$ cat src/hdl/vbcc_ram.sv
// generic single write port ram with registered read
module vbcc_ram #(
  parameter int W = 8,
  parameter int D = 16,
  parameter int AW = (D > 1) ? $clog2(D) : 1
) (
  input  logic          clk_i,
  input  logic          we_i,
  input  logic [AW-1:0] waddr_i,
  input  logic [W-1:0]  wdata_i,
  input  logic [AW-1:0] raddr_i,
  output logic [W-1:0]  rdata_o
);
  logic [W-1:0] mem [D];

  always_ff @(posedge clk_i) begin
    if (we_i) begin
      mem[waddr_i] <= wdata_i;
    end
    rdata_o <= mem[raddr_i];
  end
endmodule

$ cat config.mk
export PLATFORM = sky130hd
export DESIGN_NAME = vbcc_ram
export DESIGN_NICKNAME = d
export VERILOG_FILES = /design/src/hdl/vbcc_ram.sv
export SDC_FILE = /design/constraint.sdc
export NUM_CORES = 1
export LEC_CHECK = 0
export ABC_AREA = 1
export BUFFER_PORTS_ARGS = -buffer_cell sky130_fd_sc_hd__buf_4
export CORE_MARGIN = 3
export CORE_UTILIZATION = 40
export DETAILED_ROUTE_END_ITERATION = 6
export SYNTH_ARGS = -nofsm -noshare
export SYNTH_HDL_FRONTEND = slang
export SYNTH_SLANG_ARGS = --single-unit
$ cat constraint.sdc
create_clock -name clk_i -period 1.4 [get_ports clk_i]
set_clock_uncertainty 0.2 [all_clocks]
set_input_delay 0.07 -clock clk_i [delete_from_list [all_inputs] [get_ports clk_i]]
set_output_delay 0.07 -clock clk_i [all_outputs]
set_load 0.01 [all_outputs]
== Word-level counts from Yosys, hierarchy flattened ==
Memories as Yosys holds them, arrays and structs flattened. A register that Yosys moved wholly into a read port is not among the register bits.
Index checks and enable logic that the tools add are counted.

* Multiplexer cells: 2

{| class="wikitable"
|+ Operators by type and width
! cell !! count
|-
| two-way mux 1 bit || 2
|}

* Flip-flop bits (word level): 0
* Memory bits (writable): 128
* Bits of input ports: 18
* Output and inout port bits: 8
* Word-level logic and storage cells: 3
* Memories kept: 1

{| class="wikitable"
|+ Memory list
! memory !! words !! width !! read ports !! clocked after memory_dff !! wr ports !! line !! RTL
|-
| mem || 16 || 8 || 1 || 1 || 1 || 14 || <nowiki>logic [W-1:0] mem [D];</nowiki>
|}

== Longest topological paths before layout ==
Gate-level depths: netlist of run 1.

* Word-level depth: 2
* Depth in mapped cells: 8

== Worst setup path before layout of run 1 ==
No wires, ideal clock.

* Path kind: input -> register
* From: in waddr_i[2]
* To: mem mem[10][0], enable pin
* Library setup time: 0.370 ns
* Data arrival time: 0.651 ns
* Slack: 0.179 ns
* Stages: 2
* Path buffers: 0
* Cell sequence: nand3b_1 -> nor2_1

{| class="wikitable"
|+ RTL lines
! item !! line !! RTL
|-
| from (decl) || 9 || <nowiki>input logic [AW-1:0] waddr_i,</nowiki>
|-
| to (decl) || 14 ||
|}

No word-level cell before the write port.

==> run_results.csv, run 1 <==
group,metric,value,unit
grt,grt_pass1_vias,3830,
grt,grt_usage,0.177,
power,p_leak,0.00302,uW
critical_path,crit_arrival,1.44,ns
final_layout,fill_cells,1262,
synthesis,yosysUniqueCellTypes,12,
detailed_routing,viasPerCell,4.87,
synthesis,ys_warn_count,0,
detailed_routing,routedWlPerCell,16.6,microns
synthesis,syn_nets,569,
floorplan,die_height,126,microns
floorplan,core,0.0140,sq mm
final_layout,fin_area,0.00695,sq mm
synthesis,synth_compound_area_frac,0,
final_layout,finalNetCount,626,
sta,rsz0062_at_grt,"false",
synthesis,syn_area,0.00577,sq mm
grt,grt_pass1_wl,21.0,mm
min_path,hp-class,"in2reg",
place,dpl_cell_area,0.00624,sq mm
sta,fin_tns_setup,0,ns
cts,clk_path_buf_depth,2,
place,port_buffers,25,
cts,cts_buffers,17,
sta,hold_viol,0,
cts,cts_tree,"done",
status,status,"finished, final reports clean",
sta,setup-violations-final,0,
sta,min_period_over_period,0.954,
synthesis,ys_seq_elements,136,
critical_path,path_max_fanout,13,
flow_run,drv_cap,0,
critical_path,startpoint_type,"input port",
cts,cts_num_sinks,136,
sta,worst_pin_slew,0.301,ns
critical_path,crit_end,"rdata_o[0]",
final_layout,area_growth,20.5,%
synthesis,synthSimpleGateAreaFrac,0.210,
floorplan,die_area,0.0159,sq mm
grt,grt_antenna_before_repair,0,
sta,hold_slack,0.0632,ns
place,dpl.hpwl,8.03,mm
detailed_routing,drt_iter0_drc,346,
critical_path,regToRegStartpoint,"mem[2][7]",
sta,final-max-slew-violation-count,0,
detailed_routing,drc,0,
critical_path,rr_worst_depth,6,
sta,max_slew_margin,0.799,
synthesis,syn_area_per_cell,10.5,sq um
power,power_density,1380,mW/mm^2
synthesis,yosysSeqAreaShare,0.694,
final_layout,drive_gt1_frac,0.130,
synthesis,synth-xor-area-share,0,
synthesis,synth_top_family_by_area,"simple AND/OR/NAND/NOR gates",
cts,postCtsSetupBuffers,0,
cts,root_buffer,"clkbuf_16",
sta,fin_crit,1.34,ns
cts,h-tree-depth,4,
critical_path,reg2reg_slack,0.20,ns
critical_path,startpoint,"raddr_i[2]",
grt,grt.overflow.total,0,
cts,clkSlewWorstSetupHoldPaths,0.05,ns
place,place.gp.congestion,0.827,
cts,insertion_delay,0.42,ns
floorplan,num_io_pins,26,
detailed_routing,drtAntennaViolNets,0,
synthesis,yosys.area_share.adder,0,
floorplan,rows,43,
critical_path,reg2reg_to,"rdata_o[7]",
power,ir_drop,0.000908,V
floorplan,die_w,126,microns
critical_path,worstSetupPathType,"in2reg",
critical_path,crit_required,1.50,ns
critical_path,cp-end-kind,"flip-flop",
final_layout,antenna_cells,0,
detailed_routing,drt-total-wl,13.3,mm
grt,grt_start_max_net_pins,65,
detailed_routing,firstDrtPassIters,4,
synthesis,netlist_instances,551,
floorplan,start_util,0.412,
detailed_routing,dr_total_vias,3898,
sta,timing.fmax,748,MHz
synthesis,synth_mux_area_frac,0,
==> what timing repair did <==
item | in CTS | in global routing
setup endpoints to repair | 0 | 1
resized for setup | 0 | 1
hold endpoints to repair | 136 | 0
hold buffers | 12 | 0
==> layout make-up <==
cell class / instances / area, sq um / area share
inverters: 102 / 383 / 0.0551
flip-flops and latches: 136 / 4000 / 0.576
clock buffers: 23 / 488 / 0.0702
multi-input cells: 289 / 1210 / 0.175
clock inverters: 9 / 96.3 / 0.0139
repair buffers: 62 / 537 / 0.0773
well taps: 180 / 225 / 0.0324
==> power breakdown <==
part / switching [uW] / internal, uW
Combinational: 408 / 228
Sequential: 34.5 / 4550
Clock: 1580 / 2790
Total: 2020 / 7570
==> critical path: stages <==
cell           delay [ns]
dlygate4sd3_1        0.54
buf_4                0.16
inv_1                0.12
buf_6                0.18
nand3_1              0.15
nand3_1              0.14
nand2_1              0.07
==> cells in the final DEF, fill, tap and decap left out <==
master	netlist	routed
nand2_1	173	173
edfxtp_1	128	128
inv_1	100	100
nand3_1	97	97
buf_4	4	46
nor2_1	17	17
clkbuf_16	0	17
dlygate4sd3_1	0	12
dfxtp_1	8	8
clkinv_2	0	5
clkbuf_8	0	4
buf_12	0	3
inv_2	2	2
nand3b_1	2	2
bufinv_16	0	2
clkbuf_1	0	2
clkinv_1	0	1
clkinvlp_4	0	1
buf_6	6	1
==> cell usage after synthesis <==
cell type / count / area, sq um
edfxtp_1: 128 / 3840
buf_2: 13 / 65.1
inv_1: 100 / 375
dfxtp_1: 8 / 160
nand2_1: 173 / 649
buf_1: 1 / 3.75
inv_2: 2 / 7.51
nor2_1: 17 / 63.8
buf_4: 4 / 30.0
nand3b_1: 2 / 15.0
nand3_1: 97 / 485
buf_6: 6 / 67.6
==> sequential cells by signal (all words and copies together) (netlist names) <==
signal / flops
mem: 128
rdata_o: 8
==> worst min path at each step <==
| stage | startpoint | endpoint | slack, ns | cells past startpoint |
|---|---|---|---|---|
| 2_1_floorplan | wdata_i[0] | mem[0][0] | -0.03 | 0 |
| 3_5_place_dp | raddr_i[3] | rdata_o[6] | 0.22 | 3 |
| 5_1_grt | we_i | mem[2][6] | 0.1 | 4 |
| 6_report | we_i | mem[1][0] | 0.06 | 4 |
| 4_1_cts | we_i | mem[2][6] | 0.04 | 4 |
| 3_3_place_gp | raddr_i[3] | rdata_o[6] | 0.22 | 3 |
==> metal layers <==
layer | share of wire | global-route usage | up-vias
li1 | - | - | 1885
met1 | 0.45 | 0.238 | 1853
met2 | 0.46 | 0.264 | 122
met3 | 0.056 | 0.0407 | 38
met4 | 0.036 | 0.104 | 0
met5 | 0 | 0 | -
==> through the flow <==
| step | worst slack, ns | utilization | instances | total power, uW |
|---|---|---|---|---|
| floorplan | 0.179 | - | 551 | 4990 |
| global placement | 0.0696 | 0.446 | 757 | 5270 |
| detailed placement | 0.0564 | 0.446 | 757 | 5280 |
| CTS | 0.0919 | 0.496 | 801 | 9680 |
| global route | 0.0231 | 0.497 | 801 | 9910 |
| finish | 0.0640 | 0.497 | 801 | 9590 |
==> cells by family after synthesis <==
logic type | Yosys count
flip-flops | 136
buffers and inverters | 126
AND/OR/NAND/NOR | 289
No activity file was read; power rests on OpenSTA's default activity.
==> run 2: changes to the inputs <==
- CORE_UTILIZATION: 40 -> 60
- PLACE_DENSITY: not set -> 0.78
==> run_results.csv, run 2 (synthesized netlist as in run 1, its figures left out) <==
group,metric,value,unit
critical_path,worstSetupPathType,"in2reg",
min_path,min-delay-start,"raddr_i[0]",
grt,grt_start_max_net_pins,33,
cts,clkSlewWorstSetupHoldPaths,0.06,ns
min_path,hp-class,"in2reg",
floorplan,start_util,0.621,
final_layout,multi_input_area,0.00121,sq mm
floorplan,die_area,0.0108,sq mm
final_layout,final-seq-area,0.00400,sq mm
floorplan,rows,35,
cts,insertion_delay,0.51,ns
detailed_routing,drc,0,
sta,fin_tns_setup,0,ns
sta,setup-violations-final,0,
sta,final-max-slew-violation-count,0,
cts,h-tree-depth,4,
power,ir_drop,0.000933,V
floorplan,core,0.00928,sq mm
detailed_routing,drt_iter0_drc,409,
sta,fin_crit,1.33,ns
grt,grt_pass1_vias,4088,
critical_path,cp-end-kind,"flip-flop",
grt,grt_antenna_before_repair,0,
detailed_routing,dr_total_vias,3927,
final_layout,final_cell_mix,"nand2_1, edfxtp_1, inv_1",
critical_path,cp_slowest_stage_delay,0.53,ns
critical_path,reg2reg_slack,0.18,ns
final_layout,finalNetCount,626,
sta,timing.fmax,753,MHz
cts,cts_tree,"done",
critical_path,crit_path_top_delay_cell,"dlygate4sd3_1",
sta,rsz0062_at_grt,"false",
sta,hold_viol,0,
power,p_leak,0.00302,uW
final_layout,layout.cells.non_filler,750,
sta,worst_pin_slew,0.292,ns
final_layout,reg_top3,"mem: 128 flops, rdata_o: 8 flops",
sta,min_period_over_period,0.948,
critical_path,crit_top_cell,"nand3_1",
grt,grt_pass1_wl,20.7,mm
min_path,hold_path_depth,8,
critical_path,path_cells,"dlygate4sd3_1 > buf_4 > inv_2 > buf_12 > nand3_1 > nand3_1 > nand3_1 > nand2_1",
power,power,9600,uW
critical_path,reg2reg_to,"rdata_o[1]",
cts,postCtsSetupBuffers,0,
sta,setup_ws,0.0726,ns
detailed_routing,drt-total-wl,13.0,mm
place,dp_cells,705,
place,dpl.hpwl,7.86,mm
floorplan,die_w,104,microns
critical_path,crit_end,"rdata_o[4]",
critical_path,regToRegStartpoint,"mem[5][1]",
place,dpl_cell_area,0.00619,sq mm
final_layout,regMostFlops,"mem",
place,dpl_worst_slack,0.0774,ns
cts,cts_num_sinks,136,
final_layout,fin_area,0.00691,sq mm
floorplan,num_io_pins,26,
place,place.gp.congestion,0.904,
final_layout,fill_cells,612,
power,power_density,1390,mW/mm^2
final_layout,drive_gt1_frac,0.118,
cts,cts_resized,0,
final_layout,largest_reg_flops,128,
floorplan,die_height,104,microns
critical_path,crit_arrival,1.58,ns
cts,clk_path_buf_depth,2,
sta,max_slew_margin,0.805,
detailed_routing,drtAntennaViolNets,0,
grt,grt_usage,0.254,
flow_run,drv_cap,0,
critical_path,path_max_fanout,32,
final_layout,antenna_cells,0,
critical_path,startpoint,"raddr_i[1]",
critical_path,startpoint_type,"input port",
cts,root_buffer,"clkbuf_8",
critical_path,crit_required,1.65,ns
place,port_buffers,25,
detailed_routing,routedWlPerCell,17.3,microns
final_layout,area_growth,19.7,%
detailed_routing,viasPerCell,5.24,
critical_path,rr_worst_depth,6,
cts,cts_buffers,17,
final_layout,final_common_cell,"nand2_1",
status,status,"finished, final reports clean",
grt,grt.overflow.total,0,
detailed_routing,firstDrtPassIters,5,
## run 2: cell count changes in the layout (fill, tap and decap cells not counted), moves of 2 or more
cell,delta
bufinv_16,+2
buf_12,+2
dlygate4sd3_1,+2
clkbuf_8,-3
clkinv_2,-4
buf_4,-3
clkinv_1,+6
## run 2: cell type report
type / instances / area share
tap: 129 / 0.0234
sequential: 136 / 0.580
timing repair buffer: 62 / 0.0815
multi-input combinational: 289 / 0.176
inverter: 102 / 0.0554
clock buffer: 19 / 0.0611
clock inverter: 13 / 0.0230
## run 2: layer usage
metal,vias up,part of all wire,GRT usage
li1,1885,-,-
met1,1827,0.39,0.327
met2,183,0.51,0.424
met3,32,0.082,0.0571
met4,0,0.025,0.0931
met5,-,0,0
## run 2: worst min-delay path by stage
stage / to / slack [ns]
2_1_floorplan: mem[0][0] / -0.03
6_report: rdata_o[0] / 0.04
4_1_cts: mem[9][4] / 0.02
3_5_place_dp: rdata_o[2] / 0.19
5_1_grt: rdata_o[0] / 0.08
3_3_place_gp: rdata_o[6] / 0.17
## run 2: metrics by stage
stage	hold slack (ns)	utilization
after CTS	0.0165	0.745
after detailed placement	0.189	0.667
after floorplan	-0.0311	-
after global placement	0.175	0.667
after global routing	0.0804	0.744
final	0.0367	0.744
## run 2: where the power goes
group	switching (uW)	leakage (uW)	internal [uW]
sequential	29.8	0.00122	4550
clock	1530	0.000278	2840
combinational	410	0.00151	234
## run 2: repair_timing
item | 4_1_cts | 5_1_grt
setup endpoints to repair | 0 | 32
endpoints found under the hold margin | 172 | 0
hold buffers | 14 | 0
## run 2: critical path: cells and delay by family
| family | cells | cell delay, ns |
|---|---|---|
| buffers and inverters | 4 | 1.00 |
| and+or+nand+nor | 4 | 0.48 |
==> run 3: changes to the inputs <==
--- a/constraint.sdc
+++ b/constraint.sdc
@@ -3,3 +3,3 @@
 set_input_delay 0.07 -clock clk_i [delete_from_list [all_inputs] [get_ports clk_i]]
 set_output_delay 0.07 -clock clk_i [all_outputs]
-set_load 0.01 [all_outputs]
+set_load 0.1 [all_outputs]
==> run_results.csv, run 3 (synthesized netlist as in run 1, its figures left out) <==
group,metric,value,unit
status,status,"finished, final reports clean",
flow_run,drv_cap,0,
floorplan,start_util,0.621,
cts,h-tree-depth,4,
final_layout,reg_top3,"mem: 128 flops, rdata_o: 8 flops",
cts,postCtsSetupBuffers,0,
sta,min_period_over_period,0.978,
detailed_routing,routedWlPerCell,17.3,microns
floorplan,die_w,104,microns
detailed_routing,drc,0,
critical_path,crit_required,1.13,ns
place,place.gp.congestion,0.904,
power,power_frac_seq,0.468,
final_layout,regMostFlops,"mem",
critical_path,crit_buf_inv,1,
detailed_routing,dr_total_vias,3953,
grt,grt_pass1_vias,4092,
detailed_routing,firstDrtPassIters,5,
final_layout,final_cell_mix,"nand2_1, edfxtp_1, inv_1",
place,port_buffers,25,
critical_path,reg2reg_slack,0.17,ns
power,power_density,1410,mW/mm^2
sta,fin_tns_setup,0,ns
final_layout,finalNetCount,626,
final_layout,area_growth,20.5,%
min_path,min-delay-start,"waddr_i[0]",
critical_path,reg2reg_to,"rdata_o[1]",
cts,cts_buffers,17,
power,p_comb_frac,0.087,
place,dpl.hpwl,7.86,mm
min_path,worstHoldEndpoint,"mem[9][4]",
floorplan,die_height,104,microns
critical_path,worstSetupPathType,"reg2out",
sta,worst_pin_slew,0.289,ns
power,ir_drop,0.000933,V
sta,fin_crit,1.37,ns
grt,grt_usage,0.254,
final_layout,fin_area,0.00695,sq mm
sta,hold_viol,0,
place,dpl_cell_area,0.00619,sq mm
min_path,hold_path_depth,4,
sta,timing.fmax,730,MHz
floorplan,rows,35,
floorplan,num_io_pins,26,
final_layout,final_common_cell,"nand2_1",
final_layout,largest_reg_flops,128,
critical_path,path_cells,"buf_12",
grt,grt_pass1_wl,20.7,mm
critical_path,rr_worst_depth,6,
floorplan,core,0.00928,sq mm
critical_path,crit_arrival,1.10,ns
critical_path,regToRegStartpoint,"mem[5][1]",
critical_path,crit_path_top_delay_cell,"dfxtp_1",
grt,grt_start_max_net_pins,33,
power,p_leak,0.00303,uW
cts,root_buffer,"clkbuf_8",
power,p_switching,2150,uW
final_layout,drive_gt1_frac,0.119,
grt,grt_antenna_before_repair,0,
floorplan,die_area,0.0108,sq mm
grt,grt.overflow.total,0,
critical_path,crit_family,"flip-flops",
cts,clkSlewWorstSetupHoldPaths,0.06,ns
sta,setup-violations-final,0,
detailed_routing,drt_iter0_drc,391,
sta,final-max-slew-violation-count,0,
sta,rsz0062_at_grt,"false",
detailed_routing,viasPerCell,5.27,
cts,cts_tree,"done",
cts,cts_num_sinks,136,
detailed_routing,drt-total-wl,13.0,mm
critical_path,cp-end-kind,"output pin",
critical_path,startpoint_type,"flip-flop",
power,swShare,0.219,
critical_path,cp_slowest_stage_delay,0.39,ns
critical_path,path_max_fanout,1,
cts,clk_path_buf_depth,2,
sta,hold_slack,0.0336,ns
detailed_routing,drtAntennaViolNets,0,
cts,insertion_delay,0.51,ns
sta,max_slew_margin,0.807,
min_path,hp-class,"in2reg",
final_layout,antenna_cells,0,
power,intPower,7660,uW
power,p_clk_frac,0.445,
## run 3: timing repair
action | in CTS | in global routing
endpoints found under the setup margin | 3 | 38
hold buffers | 14 | 0
gates resized for setup | 3 | 9
endpoints found under the hold margin | 172 | 0
pin swaps | 0 | 1
## run 3: per-stage QoR
step / total power, uW / std cells / worst slack [ns] / utilization
2_1_floorplan: 5170 / 551 / 0.179 / -
3_3_place_gp: 5440 / 705 / 0.0950 / 0.667
3_5_place_dp: 5460 / 705 / 0.0774 / 0.667
4_1_cts: 9810 / 751 / 0.00547 / 0.746
5_1_grt: 10100 / 750 / 0.00180 / 0.749
6_report: 9810 / 750 / 0.0306 / 0.749
## run 3: power groups by stage
stage | Clock (uW) | Combinational [uW] | Sequential, uW
final | 4360 | 855 | 4590
after global routing | 4570 | 918 | 4600
after CTS | 4380 | 836 | 4580
after detailed placement | 0 | 792 | 4660
after global placement | 0 | 779 | 4660
after floorplan | 0 | 321 | 4850
## run 3: cell type report
type | instances | area, sq um
multi-input cells | 289 | 1210
inverters | 102 | 383
clock buffers | 19 | 422
repair buffers | 62 | 607
clock inverters | 13 | 159
fillers | 611 | 2330
flip-flops and latches | 136 | 4010
well taps | 129 | 161
## run 3: worst max-delay path by stage
stage | depth (start not counted) | to | from | slack, ns
2_1_floorplan | 2 | mem[10][0] | waddr_i[2] | 0.18
3_3_place_gp | 4 | mem[10][0] | waddr_i[2] | 0.1
3_5_place_dp | 4 | mem[8][0] | waddr_i[2] | 0.08
4_1_cts | 1 | rdata_o[7] | rdata_o[7] | 0.005
5_1_grt | 1 | rdata_o[0] | rdata_o[0] | 0.002
6_report | 1 | rdata_o[2] | rdata_o[2] | 0.03
## run 3: worst register-to-register path: stages (launching register included)
cell,delay (ns)
edfxtp_1,0.38
inv_1,0.07
nand2_1,0.05
nand3_1,0.10
nand3_1,0.10
nand3_1,0.13
nand2_1,0.08
## run 3: routing by layer
metal / vias to the layer above / wire length (microns) / global-route usage
met1: 1859 / 5050 / 0.327
met2: 179 / 6640 / 0.424
met4: 0 / 256 / 0.0931
met3: 31 / 1020 / 0.0577
met5: - / 0 / 0
li1: 1884 / - / -
